`config.mk`:
```
export PLATFORM = sky130hd
export DESIGN_NAME = morse_led_keyer_core
export DESIGN_NICKNAME = d
export VERILOG_FILES = /design/src/rtl/mlk_pkg.sv /design/src/rtl/morse_led_keyer_core.sv
export SDC_FILE = /design/constraint.sdc
export NUM_CORES = 1
export LEC_CHECK = 0
export BUFFER_PORTS_ARGS = -buffer_cell sky130_fd_sc_hd__buf_4
export CAP_MARGIN = 15
export CORE_ASPECT_RATIO = 1.2
export CORE_MARGIN = 2
export CORE_UTILIZATION = 65
export DETAILED_ROUTE_END_ITERATION = 8
export GPL_TIMING_DRIVEN = 0
export MAX_ROUTING_LAYER = met4
export PLACE_DENSITY = 0.95
export SLEW_MARGIN = 40
export SYNTH_ARGS = -nofsm -noshare
export SYNTH_HDL_FRONTEND = slang
export SYNTH_SLANG_ARGS = --single-unit
```
`constraint.sdc`:
```
create_clock -name i_clk -period 11.9 [get_ports i_clk]
set_input_delay 2.38 -clock i_clk [delete_from_list [all_inputs] [get_ports i_clk]]
set_output_delay 2.38 -clock i_clk [all_outputs]
set_load 0.03 [all_outputs]
```
`src/rtl/mlk_pkg.sv`:
```
package mlk_pkg;

    localparam int MAX_SYMBOLS = 5;
    localparam int COUNT_BITS  = 16;
    localparam int CHAR_COUNT  = 36;
    localparam int CFG_W       = 16;
    localparam int PAT_W       = 5;
    localparam int LEN_W       = 3;
    localparam int IDX_W       = 6;

    localparam logic [32:0] CntMax = (33'd1 << COUNT_BITS) - 33'd1;

    typedef enum logic {
        OP_START = 1'b0,
        OP_TICK  = 1'b1
    } t_op;

    typedef enum logic [1:0] {
        CFG_DOT  = 2'd0,
        CFG_DASH = 2'd1,
        CFG_GAP  = 2'd2
    } t_cfg_idx;

    typedef logic [COUNT_BITS-1:0] t_count;

    // bits 7..5 length, bits 4..0 pattern, bit 0 sent first, 1 = dash
    function automatic logic [7:0] code_rom(input logic [IDX_W-1:0] idx);
        logic [7:0] e;
        case (idx)
            6'd0:    e = {3'd2, 5'd2};
            6'd1:    e = {3'd4, 5'd1};
            6'd2:    e = {3'd4, 5'd5};
            6'd3:    e = {3'd3, 5'd1};
            6'd4:    e = {3'd1, 5'd0};
            6'd5:    e = {3'd4, 5'd4};
            6'd6:    e = {3'd3, 5'd3};
            6'd7:    e = {3'd4, 5'd0};
            6'd8:    e = {3'd2, 5'd0};
            6'd9:    e = {3'd4, 5'd14};
            6'd10:   e = {3'd3, 5'd5};
            6'd11:   e = {3'd4, 5'd2};
            6'd12:   e = {3'd2, 5'd3};
            6'd13:   e = {3'd2, 5'd1};
            6'd14:   e = {3'd3, 5'd7};
            6'd15:   e = {3'd4, 5'd6};
            6'd16:   e = {3'd4, 5'd11};
            6'd17:   e = {3'd3, 5'd2};
            6'd18:   e = {3'd3, 5'd0};
            6'd19:   e = {3'd1, 5'd1};
            6'd20:   e = {3'd3, 5'd4};
            6'd21:   e = {3'd4, 5'd8};
            6'd22:   e = {3'd3, 5'd6};
            6'd23:   e = {3'd4, 5'd9};
            6'd24:   e = {3'd4, 5'd13};
            6'd25:   e = {3'd4, 5'd3};
            6'd26:   e = {3'd5, 5'd31};
            6'd27:   e = {3'd5, 5'd30};
            6'd28:   e = {3'd5, 5'd28};
            6'd29:   e = {3'd5, 5'd24};
            6'd30:   e = {3'd5, 5'd16};
            6'd31:   e = {3'd5, 5'd0};
            6'd32:   e = {3'd5, 5'd1};
            6'd33:   e = {3'd5, 5'd3};
            6'd34:   e = {3'd5, 5'd7};
            6'd35:   e = {3'd5, 5'd15};
            default: e = 8'd0;
        endcase
        return e;
    endfunction

    // zero counts as one tick, large values saturate at the counter maximum
    function automatic t_count clamp_ticks(input logic [CFG_W-1:0] v);
        logic [32:0] x;
        t_count      r;
        x = {{(33-CFG_W){1'b0}}, v};
        if (x == 33'd0) begin
            r = t_count'(1);
        end else if (x > CntMax) begin
            r = CntMax[COUNT_BITS-1:0];
        end else begin
            r = x[COUNT_BITS-1:0];
        end
        return r;
    endfunction

endpackage

```
`src/rtl/morse_led_keyer_core.sv`:
```
// Channel   Dir  Handshake                  Payload
// s_axis    in   i_s_axis_tvalid/o_..ready  tdata[5:0] char_index, tuser operation
// m_axis    out  o_m_axis_tvalid/i_..ready  tdata led_on,busy_res,rejected; tlast
// cfg       in   i_cfg_we                   i_cfg_idx, i_cfg_data
//
// One transaction per cycle sustained while the output is not stalled; each passes
// the input register, then state update and result register.
// Synchronous active-low reset: idle, LED dark, timing registers 250/600/250.
// A stalled output holds the pipe; the input register refills as soon as
// the result register is free or being drained.
module morse_led_keyer_core
    import mlk_pkg::*;
(
    input  logic                i_clk,
    input  logic                i_rst_n,
    input  logic                i_s_axis_tvalid,
    output logic                o_s_axis_tready,
    input  logic [7:0]          i_s_axis_tdata,   // [5:0] char_index, [7:6] zero
    input  logic                i_s_axis_tuser,   // [0] operation
    output logic                o_m_axis_tvalid,
    input  logic                i_m_axis_tready,
    output logic [7:0]          o_m_axis_tdata,   // [0] led_on, [1] busy_res,
                                                  // [2] rejected, [7:3] zero
    output logic                o_m_axis_tlast,   // char_done
    input  logic                i_cfg_we,
    input  logic [1:0]          i_cfg_idx,
    input  logic [CFG_W-1:0]    i_cfg_data
);

    logic [CFG_W-1:0] r_dot, r_dash, r_gap;

    logic             r_in_valid;
    t_op              r_in_op;
    logic [IDX_W-1:0] r_in_idx;

    logic             r_out_valid;
    logic             r_out_led, r_out_busy, r_out_done, r_out_rej;

    logic [PAT_W-1:0] r_pat, n_pat;
    logic [LEN_W-1:0] r_left, n_left;
    logic             r_gap_ph, n_gap_ph;
    t_count           r_cnt, n_cnt;
    logic             r_active, n_active;
    logic             n_done, n_rej;

    logic             advance;
    logic [7:0]       rom_e;
    logic [LEN_W-1:0] rom_len;
    t_count           dur;
    t_count           cnt_inc;

    assign advance         = r_in_valid && (!r_out_valid || i_m_axis_tready);
    assign o_s_axis_tready = !r_in_valid || advance;

    always_ff @(posedge i_clk) begin
        if (!i_rst_n) begin
            r_dot  <= CFG_W'(250);
            r_dash <= CFG_W'(600);
            r_gap  <= CFG_W'(250);
        end else if (i_cfg_we) begin
            case (i_cfg_idx)
                CFG_DOT:  r_dot  <= i_cfg_data;
                CFG_DASH: r_dash <= i_cfg_data;
                CFG_GAP:  r_gap  <= i_cfg_data;
                default:  ;
            endcase
        end
    end

    always_ff @(posedge i_clk) begin
        if (!i_rst_n) begin
            r_in_valid <= 1'b0;
        end else if (o_s_axis_tready) begin
            r_in_valid <= i_s_axis_tvalid;
        end
        if (o_s_axis_tready && i_s_axis_tvalid) begin
            r_in_op  <= t_op'(i_s_axis_tuser);
            r_in_idx <= i_s_axis_tdata[IDX_W-1:0];
        end
    end

    always_comb begin
        rom_e   = code_rom(r_in_idx);
        rom_len = rom_e[7:5];
        if (int'(rom_len) > MAX_SYMBOLS) begin
            rom_len = LEN_W'(MAX_SYMBOLS);
        end
        if (r_gap_ph) begin
            dur = clamp_ticks(r_gap);
        end else if (r_pat[0]) begin
            dur = clamp_ticks(r_dash);
        end else begin
            dur = clamp_ticks(r_dot);
        end
        cnt_inc = (r_cnt != CntMax[COUNT_BITS-1:0]) ? r_cnt + t_count'(1) : r_cnt;

        n_pat    = r_pat;
        n_left   = r_left;
        n_gap_ph = r_gap_ph;
        n_cnt    = r_cnt;
        n_active = r_active;
        n_done   = 1'b0;
        n_rej    = 1'b0;

        case (r_in_op)
            OP_START: begin
                if (r_active || (int'(r_in_idx) >= CHAR_COUNT)) begin
                    n_rej = 1'b1;
                end else begin
                    n_pat    = rom_e[PAT_W-1:0];
                    n_left   = rom_len;
                    n_gap_ph = 1'b0;
                    n_cnt    = '0;
                    n_active = (rom_len != '0);
                end
            end
            OP_TICK: begin
                if (r_active) begin
                    n_cnt = cnt_inc;
                    if (cnt_inc >= dur) begin
                        n_cnt = '0;
                        if (!r_gap_ph) begin
                            n_gap_ph = 1'b1;
                        end else begin
                            n_gap_ph = 1'b0;
                            n_pat    = r_pat >> 1;
                            n_left   = r_left - LEN_W'(1);
                            if (n_left == '0) begin
                                n_active = 1'b0;
                                n_pat    = '0;
                                n_done   = 1'b1;
                            end
                        end
                    end
                end
            end
            default: ;
        endcase
    end

    always_ff @(posedge i_clk) begin
        if (!i_rst_n) begin
            r_pat       <= '0;
            r_left      <= '0;
            r_gap_ph    <= 1'b0;
            r_cnt       <= '0;
            r_active    <= 1'b0;
            r_out_valid <= 1'b0;
        end else begin
            if (advance) begin
                r_pat    <= n_pat;
                r_left   <= n_left;
                r_gap_ph <= n_gap_ph;
                r_cnt    <= n_cnt;
                r_active <= n_active;
            end
            if (advance) begin
                r_out_valid <= 1'b1;
            end else if (i_m_axis_tready) begin
                r_out_valid <= 1'b0;
            end
        end
    end

    always_ff @(posedge i_clk) begin
        if (advance) begin
            r_out_led  <= n_active && !n_gap_ph;
            r_out_busy <= n_active;
            r_out_done <= n_done;
            r_out_rej  <= n_rej;
        end
    end

    assign o_m_axis_tvalid = r_out_valid;
    assign o_m_axis_tdata  = {5'd0, r_out_rej, r_out_busy, r_out_led};
    assign o_m_axis_tlast  = r_out_done;

    a_active_left: assert property (@(posedge i_clk) disable iff (!i_rst_n)
        r_active == (r_left != '0))
        else $error("active flag disagrees with symbol count");

    a_done_idle: assert property (@(posedge i_clk) disable iff (!i_rst_n)
        (o_m_axis_tvalid && o_m_axis_tlast) |-> !o_m_axis_tdata[1])
        else $error("char_done while still busy");

    a_led_busy: assert property (@(posedge i_clk) disable iff (!i_rst_n)
        (o_m_axis_tvalid && o_m_axis_tdata[0]) |-> o_m_axis_tdata[1])
        else $error("LED lit while idle");

    a_done_rej: assert property (@(posedge i_clk) disable iff (!i_rst_n)
        o_m_axis_tvalid |-> !(o_m_axis_tlast && o_m_axis_tdata[2]))
        else $error("char_done and rejected together");

    a_state_hold: assert property (@(posedge i_clk) disable iff (!i_rst_n)
        !advance |=> ($stable(r_active) && $stable(r_cnt)))
        else $error("keyer state moved without a transaction");

endmodule

```
## Word-level counts from Yosys, hierarchy flattened

Memories as Yosys holds them, arrays and structs flattened. A register that Yosys moved wholly into a read port is not among the register bits.
Cells that the tools add are included.

| storage, ports and cells | value |
|---|---|
| register bits after elaboration | 87 |
| ROM bits | 512 |
| input bits | 32 |
| output and inout port bits | 11 |
| logic and storage cells | 90 |
| memories kept | 1 |

Memories:

| memory | words | width | rd ports | clocked after memory_dff | wr ports | RTL line | source |
|---|---|---|---|---|---|---|---|
| (name not given) | 64 | 8 | 1 | 1 | 0 | mlk_pkg.sv:29 | `case (idx)` |

| cells by class | value |
|---|---|
| $add $sub $neg | 2 |
| magnitude comparators | 3 |
| equal/unequal tests | 7 |
| multiplexer cells | 38 |
| bitwise logic cells | 1 |
| reductions and logical operators | 22 |

Operators with widths:

| kind | count |
|---|---|
| 2-to-1 mux 16 bit | 9 |
| zero test 16 bit | 3 |
| case mux 16 bit (2 select lines) | 1 |
| 2-to-1 mux 5 bit | 4 |
| adder 16 x 1 -> 16 bit, second input constant | 1 |
| greater-or-equal comparator 16 bit | 1 |
| != test 16 bit, second input constant | 1 |
| 2-to-1 mux 3 bit | 5 |
| 2-to-1 mux 1 bit | 13 |
| case mux 5 bit (2 select lines) | 1 |
| greater-or-equal comparator 6 bit, second input constant | 1 |
| 2-to-1 mux 6 bit | 1 |
| != test 2 x 1 -> 1 bit, second input constant | 3 |
| case mux 3 bit (2 select lines) | 1 |
| AND reduction 2 bit | 3 |
| AND reduction 5 bit | 1 |
| 2-to-1 mux 4 bit | 1 |
| case mux 1 bit (2 select lines) | 2 |
| AND reduction 4 bit | 1 |
| greater-than comparator 3 bit, second input constant | 1 |
| logical AND 1 bit | 3 |
| zero test 1 bit | 3 |
| zero test 3 bit | 1 |
| logical OR 1 bit | 3 |
| other kinds (9) | 9 |

## Depth between registers and ports, before layout

Gate-level depths: netlist (run 1).

| depth | value |
|---|---|
| word-level depth | 10 |
| depth in mapped cells | 16 |
| mapped depth without buffers | 15 |

## Least setup slack after synthesis (run 1)

Ideal clock, no wire load.

| path | value |
|---|---|
| kind | input to output |
| start | in i_m_axis_tready |
| end | out o_s_axis_tready |
| arrival time | 2.746 ns |
| slack | 6.774 ns |
| stages | 1 |
| cell sequence | nand3b_1 |

| on the way | value |
|---|---|
| cells in the longest elaborated chain, start to end | 3 |

Ends and longest elaborated chain:

| element | RTL line | source |
|---|---|---|
| start: declaration | morse_led_keyer_core.sv:21 | `input logic i_m_axis_tready,` |
| logical OR 1 bit | morse_led_keyer_core.sv:52 | `assign advance = r_in_valid && (!r_out_valid \|\| i_m_axis_tready);` |
| logical AND 1 bit | morse_led_keyer_core.sv:52 |  |
| logical OR 1 bit | morse_led_keyer_core.sv:53 | `assign o_s_axis_tready = !r_in_valid \|\| advance;` |
| end: declaration | morse_led_keyer_core.sv:17 | `output logic o_s_axis_tready,` |

Every way passes these cells.

## Final worst setup path (run 1)

Same ends and word-level chain as after synthesis.

==> results of run 1 <==
-- power breakdown --
part | internal (W) | switching [W]
logic | 0.0000398 | 0.0000647
registers | 0.000339 | 0.0000103
clock network | 0.000102 | 0.000128
-- how the worst min path moves through the flow --
stage                        start  endpoint  slack, ps  cells past startpoint
after detailed placement  r_gap[0]  r_gap[0]        450                      2
after global placement    rom_e[4]  r_pat[4]        440                      2
after floorplan           rom_e[4]  r_pat[4]        420                      2
after global routing      rom_e[2]  r_pat[2]        490                      2
final                     rom_e[2]  r_pat[2]        460                      2
after CTS                 r_gap[0]  r_gap[0]        460                      2
-- sequential cells by signal (all words and copies together) (netlist names), 3 cells and up --
signal    cells
r_cnt        16
r_dash       16
r_dot        16
r_gap        16
rom_e         8
r_in_idx      6
r_pat         5
r_left        3
-- cell type report --
cell class / instances / area [sq um]
inverters: 13 / 48.8
fillers: 583 / 1940
flip-flops and latches: 95 / 2010
plain buffers: 43 / 200
clock buffers: 9 / 124
repair buffers: 34 / 255
clock inverters: 7 / 83.8
multi-input cells: 494 / 2980
well taps: 92 / 115
-- through the flow --
stage / setup slack (ps) / area, sq um / instances
after global routing: 6570 / 5810 / 787
after global placement: 6620 / 5600 / 771
after detailed placement: 6590 / 5600 / 771
after CTS: 6590 / 5810 / 787
final: 6580 / 5810 / 787
after floorplan: 6770 / 5230 / 645
-- cell families after synthesis --
kind of cell    synth area share (%)
compound gates                  19.3
xor+xnor                        1.68
fa+ha+maj                       6.00
buf+inv                         4.78
flops                           38.6
mux                             5.57
other cells                   0.0719
simple gates                    24.0
-- cells in the final DEF, fill, tap and decap left out, drive strengths merged, types with 17 or more instances in the layout --
master,synthesis,layout
nand2,132,132
dfxtp,84,84
a21oi,74,74
buf,14,48
nand3,38,38
clkbuf,29,38
nor2,36,36
ha,25,25
mux2i,23,23
inv,13,18
o21ai,17,17
-- critical path, cell delays in order --
cell and delay (ps):
buf_4 110, nand3b_1 230, buf_4 220
-- per-layer routing --
metal / up-vias / GRT usage [%] / wire (um)
li1: 2388 / - / -
met1: 2339 / 41.3 / 5710
met2: 246 / 53.2 / 6540
met3: 50 / 4.68 / 938
met4: 0 / 12.6 / 436
met5: - / - / 0
==> out/results.ini, run 1 <==
[place]
hpwl_um = 10200
port_buffers = 34
globalplace.congestion = 0.966

[final_layout]
final_nets = 747
area_growth_syn_to_layout_pct = 11.5
fin_util_pct = 75.0
drive_gt1_share_pct = 11.1
antenna_cells = 0

[sta]
timing.final.max_slew_violations = 0
setup_violations = 0
fin_hold_ws_ps = 457
hold_viol = 0
clock_skew_ps = 23.8
fin_crit_sh_pct = 44.7
fmax_mhz = 188
setup-tns-final_ps = 0
slew_headroom_pct = 48.7
max_slew.worst_pin.slew_ps = 763
rsz0062_at_grt = no
min_period_ps = 5320

[floorplanning]
coreArea_sq_um = 7750
design.die.area_sq_um = 8750
rows = 35
die_w_um = 85.7
die_h_um = 102
start_util_pct = 67.2
io_pins = 43

[setup_path]
end_kind = primary output
r2r_setup_slack_ps = 7450
start_kind = primary input
timing.rr.end = r_cnt[11]
arrival_ps = 2940
startpoint = i_m_axis_tready
crit_end = o_s_axis_tready
crit_fanout = 4
worst_ep_required_time_ps = 9520
r2r.worst_path.cells = 15
r2r_start = r_cnt[0]
critPathKind = primary input to primary output

[synthesis]
syn_area_sq_um = 5210
synth_ff_type = dfxtp_1
synth_common_cells = nand2_1, dfxtp_1, a21oi_1
ys_ff_latch = 95
synthArstFlopShare_pct = 0
avgSynthCellArea_sq_um = 8.13
seq_area_frac_synth_pct = 38.6
yosysWarnings = 0
synth.top_cell.area_share_pct = 32.3
ys_top_cells_by_area = dfxtp_1, nand2_1, a21oi_1
yosysMostFrequentCell = nand2_1
synth_edf_count = 11
synth_top_area_cell = dfxtp_1
synthCells = 641
netlist-cell-type-count = 67

[clock_tree]
cts_made_buffers = 9
clock_sinks = 95
clockBufferDepth = 2
cts_setup_buffers = 0
htree_levels = 3
clkTransAtPathRegs_ps = 110
cts_tree = yes
ctsResizeCount = 0
worstSkewPairLatency_ps = 380
hold_buffers = 0
cts_root_buffer = clkbuf_8

[detailed_routing]
drt_wl_total_um = 13600
vias = 5023
first_iter_violations = 442
drtPass1Iterations = 7
via_per_inst = 6.38
postRouteAntennaNets = 0
drc = 2
wl_per_cell_um = 17.3

[global_routing]
grt_pass1_wl_um = 22100
grt_overflow_total = 0
grt_max_degree = 19
track_usage_pct = 32.7
first_global_vias = 4646
antenna_found_initial = 0

[power]
ir_drop_uv = 73.8
p_per_area_nw_per_um2 = 118
leakage_nw = 2.34
post-layout-total-power_w = 0.000684

[status]
status = finished with violations
failed_checks = design-rule violations

[run]
max-cap-violations = 0

[hold_path]
hp-class = flip-flop to flip-flop

No activity file was read; power rests on OpenSTA's default activity.
==> run 2: changes to the inputs <==
--- a/config.mk
+++ b/config.mk
@@ -9,11 +9,11 @@
 export CAP_MARGIN = 15
 export CORE_ASPECT_RATIO = 1.2
 export CORE_MARGIN = 2
-export CORE_UTILIZATION = 65
+export CORE_UTILIZATION = 54
 export DETAILED_ROUTE_END_ITERATION = 8
 export GPL_TIMING_DRIVEN = 0
 export MAX_ROUTING_LAYER = met4
-export PLACE_DENSITY = 0.95
+export PLACE_DENSITY = 0.85
 export SLEW_MARGIN = 40
 export SYNTH_ARGS = -nofsm -noshare
 export SYNTH_HDL_FRONTEND = slang
==> constraint.sdc (replaced) <==
create_clock -name i_clk -period 4.4 [get_ports i_clk]
set_input_delay 0.88 -clock i_clk [delete_from_list [all_inputs] [get_ports i_clk]]
set_output_delay 0.88 -clock i_clk [all_outputs]
set_load 0.03 [all_outputs]
==> out/results.ini, run 2 (synthesized netlist as in run 1, its figures left out) <==
[status]
status = complete, no violations

[place]
placed_area_sq_um = 5640
hpwl_um = 9960
globalplace.congestion = 0.928
port_buffers = 34

[floorplanning]
design.die.area_sq_um = 10500
die_h_um = 112
io_pins = 43
coreArea_sq_um = 9470
die_w_um = 93.7
start_util_pct = 55.1
rows = 39

[final_layout]
antenna_cells = 0
final_area_sq_um = 5980
most-common-layout-cells = nand2_1, dfxtp_1, a21oi_1
num-fill-cells = 814
final_nets = 748
area_growth_syn_to_layout_pct = 14.7
final_common_cell = nand2_1
multi_input_area_sq_um = 2970
fin_util_pct = 63.1
drive_gt1_share_pct = 11.2
final-seq-area_sq_um = 2010

[detailed_routing]
vias = 4893
drtPass1Iterations = 5
first_iter_violations = 377
postRouteAntennaNets = 0
via_per_inst = 5.97
drt_wl_total_um = 13300
wl_per_cell_um = 16.2
drc = 0

[sta]
fmax_mhz = 238
timing.final.max_slew_violations = 0
max_slew.worst_pin.slew_ps = 762
hold_viol = 0
clock_skew_ps = 12.0
fin_hold_ws_ps = 442
fin_crit_sh_pct = 95.4
min_period_ps = 4200
slew_headroom_pct = 47.7
setup_violations = 0

[clock_tree]
cts_tree = yes
cts_root_buffer = clkbuf_16
clockBufferDepth = 2
worstSkewPairLatency_ps = 360
cts_made_buffers = 9
hold_buffers = 0
clock_sinks = 95
htree_levels = 3
clkTransAtPathRegs_ps = 70

[power]
post-layout-total-power_w = 0.00209
ir_drop_uv = 207
leakage_nw = 2.40
p_per_area_nw_per_um2 = 350

[setup_path]
critPathKind = flip-flop to flip-flop
crit_fanout = 10
end_kind = flip-flop
worst_ep_required_time_ps = 4700
arrival_ps = 4500
start_kind = flip-flop

[global_routing]
grt_max_degree = 18
first_global_vias = 4684
grt_overflow_total = 0
antenna_found_initial = 0
track_usage_pct = 27.0
grt_pass1_wl_um = 22100

[hold_path]
hp-class = flip-flop to flip-flop

[run]
max-cap-violations = 0

==> run 2: changes by cell type in the layout (fill, tap and decap cells not counted), sizes merged <==
| cell | previous run | this run |
|---|---|---|
| buf | 48 | 49 |
| bufinv | 1 | 2 |
| clkinv | 0 | 1 |
| clkinvlp | 1 | 0 |
| inv | 18 | 17 |
==> run 2: layout make-up <==
class | count | share of cell area (%)
sequential | 95 | 33.7
clock inverter | 7 | 1.72
inverter | 13 | 0.816
multi-input combinational | 494 | 49.7
clock buffer | 9 | 3.77
timing repair buffer | 35 | 4.40
tap | 123 | 2.57
buffer | 43 | 3.35
==> run 2: what timing repair did <==
item                       4_1_cts  5_1_grt
buffers inserted                 0        1
hold endpoints to repair         0        0
pin swaps                        1        2
gates resized for setup          0        2
setup endpoints to repair       12       22
==> run 2: through the flow <==
step	setup TNS, ps	std cells	setup slack, ps
floorplan	0	645	645
global placement	0	802	147
detailed placement	0	802	7.93
CTS	0	818	4.56
global route	-60.0	819	-15.1
finish	0	819	201
==> run 2: where the power goes <==
group	switching [W]	internal (W)
Clock	0.000361	0.000507
Combinational	0.000172	0.000107
Sequential	0.0000274	0.000916
==> run 2: path summary, 6_finish.rpt <==
| check | cells past startpoint | endpoint | slack [ps] | start |
|---|---|---|---|---|
| worst max register to register | 15 | r_cnt[7] | 200 | r_cnt[0] |
| worst max-delay path | 15 | r_cnt[7] | 200 | r_cnt[0] |
| worst min-delay path | 2 | r_pat[4] | 440 | rom_e[4] |
| worst min register to register | 2 | r_pat[4] | 440 | rom_e[4] |
==> run 2: critical path, stage by stage, from the launching register on <==
cell and delay (ps):
dfxtp_1 450, ha_1 240, nand3_1 180, a21oi_1 230
nor2b_2 310, nor3b_1 370, xor2_1 230, ha_1 270
and3_1 200, a221o_1 370, a211oi_2 250, o21ai_2 150
a2111oi_4 360, buf_4 230, buf_6 160, a22o_1 150
==> run 2: per-layer routing <==
metal	up-vias	track usage [%]	share of wire (%)	wire (um)
met4	0	11.0	2.7	364
met5	-	-	0	0
met2	182	44.0	49	6470
li1	2398	-	-	-
met1	2280	33.3	43	5670
met3	33	3.86	6.0	792
